$ cat src/rtl/peb_pkg.sv
// ----------------------------------------------------------------------------
// peb_pkg
// shared types and constants of the pin entry buffer
// ----------------------------------------------------------------------------
package peb_pkg;

    localparam int DEFAULT_MAX_DIGITS = 8;

    localparam int CNT_W  = 4;
    localparam int TIME_W = 32;
    localparam int CFG_W  = 31;

    localparam logic [CFG_W-1:0] TIMEOUT_RESET = 31'd30000;
    localparam logic [CFG_W-1:0] SHOW_RESET    = 31'd850;

    localparam logic [7:0] CHAR_ZERO = 8'h30;
    localparam logic [7:0] CHAR_NINE = 8'h39;

    // configuration register indexes
    localparam logic REG_TIMEOUT = 1'b0;
    localparam logic REG_SHOW    = 1'b1;

    typedef enum logic [1:0] {
        CMD_CLEAR  = 2'd0,
        CMD_APPEND = 2'd1,
        CMD_DELETE = 2'd2,
        CMD_QUERY  = 2'd3
    } cmd_t;

    typedef struct packed {
        cmd_t              cmd;
        logic [7:0]        key_char;
        logic [TIME_W-1:0] now_time;
        logic [3:0]        query_index;
    } item_t;

    typedef struct packed {
        logic [CFG_W-1:0] timeout_ms;
        logic [CFG_W-1:0] show_ms;
    } cfg_t;

endpackage

$ cat src/rtl/peb_core.sv
// ----------------------------------------------------------------------------
// peb_core
// digit stack state, update per item and registered result
// ----------------------------------------------------------------------------
module peb_core
    import peb_pkg::*;
#(
    parameter int MAX_DIGITS = DEFAULT_MAX_DIGITS
)
(
    input  logic             clk,
    input  logic             rst_n,
    input  logic             item_valid,
    input  item_t            item,
    input  cfg_t             cfg,
    output logic             done,
    output logic             accepted,
    output logic [CNT_W-1:0] entry_length,
    output logic             is_timed_out,
    output logic [7:0]       digit_char,
    output logic             digit_shown
);

    localparam int IDX_W = (MAX_DIGITS > 1) ? $clog2(MAX_DIGITS) : 1;
    localparam logic [CNT_W-1:0] MAX_CNT = CNT_W'(MAX_DIGITS);

    logic [3:0]        digit_reg [MAX_DIGITS];
    logic [3:0]        digit_next [MAX_DIGITS];
    logic [TIME_W-1:0] until_reg [MAX_DIGITS];
    logic [TIME_W-1:0] until_next [MAX_DIGITS];
    logic [CNT_W-1:0]  count_reg, count_next;
    logic [TIME_W-1:0] last_reg, last_next;

    logic              done_reg;
    logic              accepted_reg, accepted_next;
    logic              timed_reg, timed_next;
    logic [7:0]        char_reg, char_next;
    logic              shown_reg, shown_next;

    logic [IDX_W-1:0]  push_ptr;
    logic [IDX_W-1:0]  query_ptr;
    logic [7:0]        key_off;
    logic [TIME_W-1:0] elapsed;
    logic [TIME_W-1:0] remain;

    assign push_ptr  = count_reg[IDX_W-1:0];
    assign query_ptr = item.query_index[IDX_W-1:0];
    assign key_off   = item.key_char - CHAR_ZERO;

    always_comb
    begin
        digit_next    = digit_reg;
        until_next    = until_reg;
        count_next    = count_reg;
        last_next     = last_reg;
        accepted_next = 1'b0;
        if (item_valid)
        begin
            case (item.cmd)
                CMD_CLEAR:
                begin
                    // entries above the count are never read, so only the count and last activity are wiped
                    count_next    = '0;
                    last_next     = '0;
                    accepted_next = 1'b1;
                end
                CMD_APPEND:
                begin
                    if (count_reg < MAX_CNT && (item.key_char inside {[CHAR_ZERO:CHAR_NINE]}))
                    begin
                        digit_next[push_ptr] = key_off[3:0];
                        until_next[push_ptr] = item.now_time + {1'b0, cfg.show_ms};
                        count_next           = count_reg + 1'b1;
                        last_next            = item.now_time;
                        accepted_next        = 1'b1;
                    end
                end
                CMD_DELETE:
                begin
                    if (count_reg != '0)
                    begin
                        count_next    = count_reg - 1'b1;
                        last_next     = item.now_time;
                        accepted_next = 1'b1;
                    end
                end
                default:
                begin
                    accepted_next = 1'b0;
                end
            endcase
        end
    end

    // results are taken from the state after this item
    always_comb
    begin
        elapsed    = item.now_time - last_next;
        timed_next = (last_next != '0) && !elapsed[TIME_W-1]
                     && (elapsed[CFG_W-1:0] >= cfg.timeout_ms);
        remain     = until_next[query_ptr] - item.now_time;
        char_next  = 8'd0;
        shown_next = 1'b0;
        if (item.query_index < count_next)
        begin
            char_next  = CHAR_ZERO + {4'd0, digit_next[query_ptr]};
            shown_next = !remain[TIME_W-1] && (remain != '0);
        end
    end

    always_ff @(posedge clk or negedge rst_n)
    begin
        if (!rst_n)
        begin
            count_reg <= '0;
            last_reg  <= '0;
            done_reg  <= 1'b0;
        end
        else
        begin
            count_reg <= count_next;
            last_reg  <= last_next;
            done_reg  <= item_valid;
        end
    end

    always_ff @(posedge clk)
    begin
        digit_reg    <= digit_next;
        until_reg    <= until_next;
        accepted_reg <= accepted_next;
        timed_reg    <= timed_next;
        char_reg     <= char_next;
        shown_reg    <= shown_next;
    end

    assign done         = done_reg;
    assign accepted     = accepted_reg;
    assign entry_length = count_reg;
    assign is_timed_out = timed_reg;
    assign digit_char   = char_reg;
    assign digit_shown  = shown_reg;

endmodule

$ cat src/rtl/pin_entry_buffer.sv
// ----------------------------------------------------------------------------
// pin_entry_buffer
// keypad pin entry stack with inactivity timeout and digit visibility window
// ----------------------------------------------------------------------------
// result strobe done follows start through the input register, then the
//   state update and result register
// throughput: one item every cycle; busy is always low
// reset: digit count and last activity cleared, timeout 30000, show 850
// the receiver cannot stall; each result is valid for one cycle only
// ----------------------------------------------------------------------------
module pin_entry_buffer
    import peb_pkg::*;
#(
    parameter int MAX_DIGITS = DEFAULT_MAX_DIGITS
)
(
    input  logic             clk,
    input  logic             rst_n,
    input  logic             start,
    output logic             busy,
    input  logic [1:0]       cmd,
    input  logic [7:0]       key_char,
    input  logic [31:0]      now_time,
    input  logic [3:0]       query_index,
    input  logic             wr_en,
    input  logic             wr_index,
    input  logic [CFG_W-1:0] wr_data,
    output logic             done,
    output logic             accepted,
    output logic [CNT_W-1:0] entry_length,
    output logic             is_timed_out,
    output logic [7:0]       digit_char,
    output logic             digit_shown
);

    item_t item_reg;
    logic  item_valid_reg;
    cfg_t  cfg_reg;

    assign busy = 1'b0;

    always_ff @(posedge clk or negedge rst_n)
    begin
        if (!rst_n)
        begin
            item_valid_reg     <= 1'b0;
            cfg_reg.timeout_ms <= TIMEOUT_RESET;
            cfg_reg.show_ms    <= SHOW_RESET;
        end
        else
        begin
            item_valid_reg <= start && !busy;
            if (wr_en)
            begin
                case (wr_index)
                    REG_TIMEOUT: cfg_reg.timeout_ms <= wr_data;
                    REG_SHOW:    cfg_reg.show_ms    <= wr_data;
                    default:     cfg_reg            <= cfg_reg;
                endcase
            end
        end
    end

    always_ff @(posedge clk)
    begin
        if (start && !busy)
        begin
            item_reg.cmd         <= cmd_t'(cmd);
            item_reg.key_char    <= key_char;
            item_reg.now_time    <= now_time;
            item_reg.query_index <= query_index;
        end
    end

    peb_core #(
        .MAX_DIGITS (MAX_DIGITS)
    ) u_core (
        .clk          (clk),
        .rst_n        (rst_n),
        .item_valid   (item_valid_reg),
        .item         (item_reg),
        .cfg          (cfg_reg),
        .done         (done),
        .accepted     (accepted),
        .entry_length (entry_length),
        .is_timed_out (is_timed_out),
        .digit_char   (digit_char),
        .digit_shown  (digit_shown)
    );

endmodule

$ cat config.mk
export PLATFORM = sky130hd
export DESIGN_NAME = pin_entry_buffer
export DESIGN_NICKNAME = d
export VERILOG_FILES = /design/src/rtl/peb_pkg.sv /design/src/rtl/peb_core.sv /design/src/rtl/pin_entry_buffer.sv
export SDC_FILE = /design/constraint.sdc
export NUM_CORES = 1
export LEC_CHECK = 0
export ABC_CLOCK_PERIOD_IN_PS = 18200
export BUFFER_PORTS_ARGS = -buffer_cell sky130_fd_sc_hd__clkbuf_2
export CAP_MARGIN = 20
export CORE_ASPECT_RATIO = 2
export CORE_MARGIN = 3
export CORE_UTILIZATION = 35
export CTS_CLUSTER_DIAMETER = 150
export DETAILED_ROUTE_END_ITERATION = 12
export HOLD_SLACK_MARGIN = 0.08
export PLACE_DENSITY = 0.53
export SLEW_MARGIN = 10
export SYNTH_ARGS = -nofsm -noshare
export SYNTH_HDL_FRONTEND = slang
export SYNTH_SLANG_ARGS = --single-unit
$ cat constraint.sdc
create_clock -name clk -period 18.2 [get_ports clk]
set_input_delay 3.64 -clock clk [delete_from_list [all_inputs] [get_ports clk]]
set_output_delay 3.64 -clock clk [all_outputs]
set_load 0.01 [all_outputs]
# --- Word-level counts from Yosys, hierarchy flattened ---
# Index checks and enable logic that the tools add are counted.
op_classes:
  muxes: 29
  n_reduce_logical: 14
  add_sub_neg: 7
  n_bitwise: 3
  eq_ne: 2
  magnitude_cmp: 8
op_table:
  columns: ["cell", "n"]
  rows:
  - ["$mux 256", 3]
  - ["$mux 32", 9]
  - ["$bwmux 256", 1]
  - ["$bmux 32 s3", 1]
  - ["$demux 32 s3", 1]
  - ["$pmux 32 s3", 1]
  - ["$reduce_bool 32->1", 2]
  - ["$sub 32x32->32", 2]
  - ["$add 32x31->32", 1]
  - ["$bwmux 32", 1]
  - ["$ge 31x31->1", 1]
  - ["$mux 4", 6]
  - ["$bmux 4 s3", 1]
  - ["$demux 4 s3", 1]
  - ["$pmux 4 s3", 1]
  - ["$ge 4x4->1 const B", 2]
  - ["$ge 8x6->1 const B", 1]
  - ["$le 8x6->1 const B", 1]
  - ["$not 3->4", 2]
  - ["$sub 4x1->4 const B", 2]
  - ["$add 6x4->7 const A", 1]
  - ["$logic_and 1x1->1", 6]
  - ["$add 4x1->4 const B", 1]
  - ["$lt 4x1->1 const B", 1]
  - ["11 further kinds", 14]
word_totals:
  output_inout_bits: 17
  wordCells: 93
  ff_bits: 445

# --- Depth between registers and ports, before layout ---
depth:
  word_depth: 15
  ltp_mapped: 32
  depth_no_buf: 27

# --- Modules after synthesis ---
# A second synthesis with hierarchy kept.
hier_totals:
  cells_unflattened: 2473
  hier_area_um2: 22885.7
modules_own_cells:
  columns: ["module", "instances", "cells_per_inst", "area_each_um2", "seq_area_each_um2"]
  rows:
  - ["peb_core", 1, 2292, 18993.2, 6851.6]
  - ["pin_entry_buffer", 1, 181, 3892.5, 2972.9]

# --- Worst setup path before layout ---
# Ideal clock, no wire load.
synth_timing:
  kind: "reg2reg"
  from: "register u_core.count_reg[1], in the netlist u_core.entry_length[1]"
  to: "register u_core.timed_reg, in the netlist u_core.is_timed_out"
  stages_incl_launch_ff: 32
  n_path_buf: 4
  synth_period_minus_slack_ns: 5.890
  arrival_time_ns: 5.804
  t_required_ns: 18.114
  setup_slack_ns: 12.310
  path_cell_list: "dfrtp_1 clkbuf_1 inv_1 ha_1 nand2_1 o22ai_2 or2_1 buf_4 clkbuf_1 clkbuf_1 a22o_1 ha_1 fa_1 nor2b_1 o21ai_0 a21oi_1 a21oi_1 a31o_2 a21oi_1 nor2_1 o21ai_0 a21oi_1 xnor2_1 ha_1 nand4_1 a211oi_1 nand4_1 a31o_2 a41oi_1 o211ai_1 a21bo_2 a211oi_1"
synth_via:
  elab_chain_cells: 9
synth_lines:
  columns: ["element", "line", "rtl"]
  rows:
  - ["start, declared", "peb_core.sv:31", "logic [CNT_W-1:0] count_reg, count_next;"]
  - ["start signal, assigned", "peb_core.sv:121", "count_reg <= count_next;"]
  - ["$lt 4x4->1", "peb_core.sv:69", "if (count_reg < MAX_CNT && (item.key_char inside {[CHAR_ZERO:CHAR_NINE]}))"]
  - ["$logic_and 1x1->1", "peb_core.sv:69", null]
  - ["$mux 32", "peb_core.sv:69", null]
  - ["$pmux 32 s3 (*)", "peb_core.sv:59", "case (item.cmd)"]
  - ["$mux 32 (*)", "peb_core.sv:57", "if (item_valid)"]
  - ["via u_core.last_next[0]", "peb_core.sv:32", "logic [TIME_W-1:0] last_reg, last_next;"]
  - ["parallel branches: the longest is 3 deep, another holds $sub 32x32->32", null, null]
  - ["$logic_and 1x1->1 (*)", "peb_core.sv:100", "&& (elapsed[CFG_W-1:0] >= cfg.timeout_ms);"]
  - ["via u_core.timed_next", "peb_core.sv:36", "logic timed_reg, timed_next;"]
  - ["end signal, assigned", "peb_core.sv:132", "timed_reg <= timed_next;"]
  - ["end, declared", "peb_core.sv:36", null]
# Mark *: on every way through the listed nets, which the timed path passes.
# A chain may end at the register's enable or synchronous reset.

==> results by group <==
Run status
  – Outcome: finished clean

Yosys
  – Synthesized flop and latch total: 442
  – Async SR Flop Fraction: 22.6%
  – Register area share after synthesis: 42.7%
  – Main area contributors after synthesis: dfxtp_1 (26%), dfrtp_1 (9.6%), nand2_1 (7.5%)
  – Post-synth top cells: nand2_1 (460), o21ai_0 (341), dfxtp_1 (296), nor2_1 (134), inv_1 (131)
  – Top FF cell, synth: dfxtp_1
  – Syn_area_per_cell: 8.95 um2
  – Synth area leader: dfxtp_1
  – Synth Instances: 2574
  – Synth cell types: 89
  – Yosys top cell area share: 25.7%
  – Count leader, synth: nand2_1
  – Netlist Area Pre-Place: 23000 um2
  – EDFF count, synth: 46
  – Warnings, synthesis: 0

Drt
  – Via Count: 19400
  – DRC Markers: 0
  – WL final: 77500 um
  – Drt first-iter violations: 1193
  – Initial DRT Pass Iterations: 7
  – Final ANT Viol Nets: 0
  – Via density: 5.51
  – WL/cell: 22.0 um

Clock tree
  – TritonCTS clock tree: done
  – CTS max path bufs: 3
  – Clk sinks: 442
  – Cts repair resizes: 0
  – Num CTS Buffers: 41
  – Worst-skew pair later-pin latency: 0.58 ns
  – Post-CTS setup buffer count: 0
  – H-tree depth: 2
  – Post-CTS Hold Buffers: 0
  – Clock transition at the registers of the reported paths: 0.07 ns
  – Root buffer cell: clkbuf_16

Global routing
  – First-pass GRT wire length: 117000 um
  – GRT overflow: 0
  – Total track usage: 22.0%
  – Pin count of the biggest net entering global routing: 62
  – Initial antenna violation count: 0
  – Vias in the first global route: 19900

Worst setup path
  – Max stage delay on crit path: 0.76 ns
  – R2r endpoint: u_core.digit_shown
  – CP arrival: 7.65 ns
  – Crit. End Element: register
  – Worst R2R Setup Slack: 10.98 ns
  – Most common cell on crit path: a21oi_1
  – WP data required: 18.63 ns
  – Worst R2R Path Depth: 26
  – Slowest stage cell, crit path: xor2_1
  – CP Buf/Inv Count: 2
  – Setup CP Type: register to register
  – CP max FO: 12
  – Crit path max-delay family: simple AND/OR/NAND/NOR gates
  – Reg2Reg Launch Point: item_reg[4]
  – Crit path launch type: register

Die
  – Die X: 187 um
  – Rows: 132
  – Initial Utilization: 35.5%
  – Die H: 369 um
  – Core area: 64900 um2
  – Ports: 99
  – Die area: 69100 um2

Placement
  – I/O Buffers: 95
  – Final Wtd Congestion: 0.921
  – Post-DP HPWL: 57200 um

Timing
  – RSZ-0062 raised after global routing: no
  – Fin. Hold Viols: 0
  – FMAX: 0.139 GHz
  – Clock Skew: 0.0205 ns
  – Fin Hold WS: 0.439 ns
  – Least-Margin Pin Slew: 0.961 ns
  – TNS Setup: 0 ns
  – Slew margin rel.: 35.7%
  – Crit share post-route: 39.7%
  – Fin crit period: 7.22 ns
  – Final setup fails: 0
  – Slew Viols, Final: 0

Min path
  – Hold path start: u_core.until_reg[243]
  – Worst hold path type: register to register
  – Worst Hold Endpoint: u_core.until_reg[243]
  – Hold Crit Depth: 2

Power
  – VDD IR-drop max: 0.000107 V
  – P per Cell Area: 118 nW/um2
  – Lkg Pwr: 10.8 nW

Cells and area
  – Synthesis-to-finish area growth: 12.0%
  – Nets: 2831
  – Ant. Diodes: 0
  – Layout Utilization: 39.7%
  – Largest register FFs: 256
  – Layout cells sized above 1: 12.5%

Run
  – Max-cap viol count: 0
cell usage in the layout (no fill, tap or decap), types with 10 or more instances in the layout:
cell	Yosys	final
nand2_1	460	457
o21ai_0	341	341
dfxtp_1	296	296
nor2_1	134	134
inv_1	131	131
ha_1	130	130
a21oi_1	118	118
clkbuf_2	0	94
dfrtp_1	88	88
mux4_2	46	46
mux2_2	46	46
edfxtp_1	46	46
clkbuf_16	0	44
a21o_1	41	41
o211ai_1	37	37
a22oi_1	36	36
xnor2_1	34	34
nand3_1	36	32
buf_4	5	32
nand4_1	30	30
xor2_1	27	27
nor3_1	26	26
o21a_1	24	24
nand2b_1	23	23
mux2i_1	23	23
a31oi_1	18	18
nor4_1	15	15
nor2b_1	15	14
a211oi_1	14	14
and2_1	13	13
or3_1	12	12
o21bai_1	12	12
dfstp_2	12	12
a22o_1	11	11
and3_1	10	10
worst max-delay path by stage:
stage                           start             endpoint  slack [ns]  depth (start not counted)
6_report                  item_reg[4]   u_core.digit_shown       10.98                         26
5_1_grt                   item_reg[5]   u_core.digit_shown       10.38                         25
4_1_cts                   item_reg[4]   u_core.digit_shown       10.96                         26
3_5_place_dp              item_reg[4]   u_core.digit_shown       10.98                         26
3_3_place_gp              item_reg[5]   u_core.digit_shown       11.08                         25
2_1_floorplan  u_core.entry_length[1]  u_core.is_timed_out       12.31                         31
power by group:
| part | leakage [nW] | internal (mW) | total (mW) | switching [mW] |
|---|---|---|---|---|
| Clock | 0.677 | 0.531 | 0.930 | 0.398 |
| Sequential | 4.07 | 1.08 | 1.15 | 0.0668 |
| Combinational | 6.06 | 0.348 | 0.961 | 0.613 |
per-stage QoR:
step	std cells	power [mW]	worst slack [ns]	cell area (um2)
final	3518	3.04	10.98	25800
after global routing	3518	3.20	10.38	25800
after CTS	3518	3.06	10.96	25800
after detailed placement	3444	2.13	10.98	24400
after global placement	3444	2.11	11.08	24400
after floorplan	2576	1.80	12.31	23000
cell type report:
class | instances | area, um2
inverter | 132 | 495
fill | 6525 | 39100
tap | 871 | 1090
clock inverter | 17 | 233
clock buffer | 57 | 1190
multi-input combinational | 1873 | 12200
timing repair buffer | 126 | 711
sequential | 442 | 9820
routing by layer:
layer / GRT usage (%) / part of all wire, %
met1: 22.7 / 36
met2: 42.3 / 53
met3: 2.12 / 3.9
met4: 13.3 / 6.9
met5: 0 / 0
worst reg2reg max path: cells and delay by family (launching register included):
family                   cells  cell delay [ns]
flip-flops                   1             0.52
XOR/XNOR                     1             0.76
AO/OA/AOI/OAI               10             2.20
adder cells (fa/ha/maj)      3             1.17
AND/OR/NAND/NOR             10             2.18
buffers and inverters        2             0.25
cell families (layout without fill, tap and decap cells):
kind of cell               Yosys count  after routing  synth area share [%]
and+or+nand+nor                    810            810                  15.5
AOI/OAI and AO/OA                  748            748                  19.8
DFF                                442            442                  42.7
buffers and inverters              261            332                  4.38
adders and majority gates          133            133                  7.33
muxes                              115            115                  7.75
xor gates and xnor gates            64             64                  2.53
other                                1              3                0.0163
No activity file was read; power rests on OpenSTA's default activity.
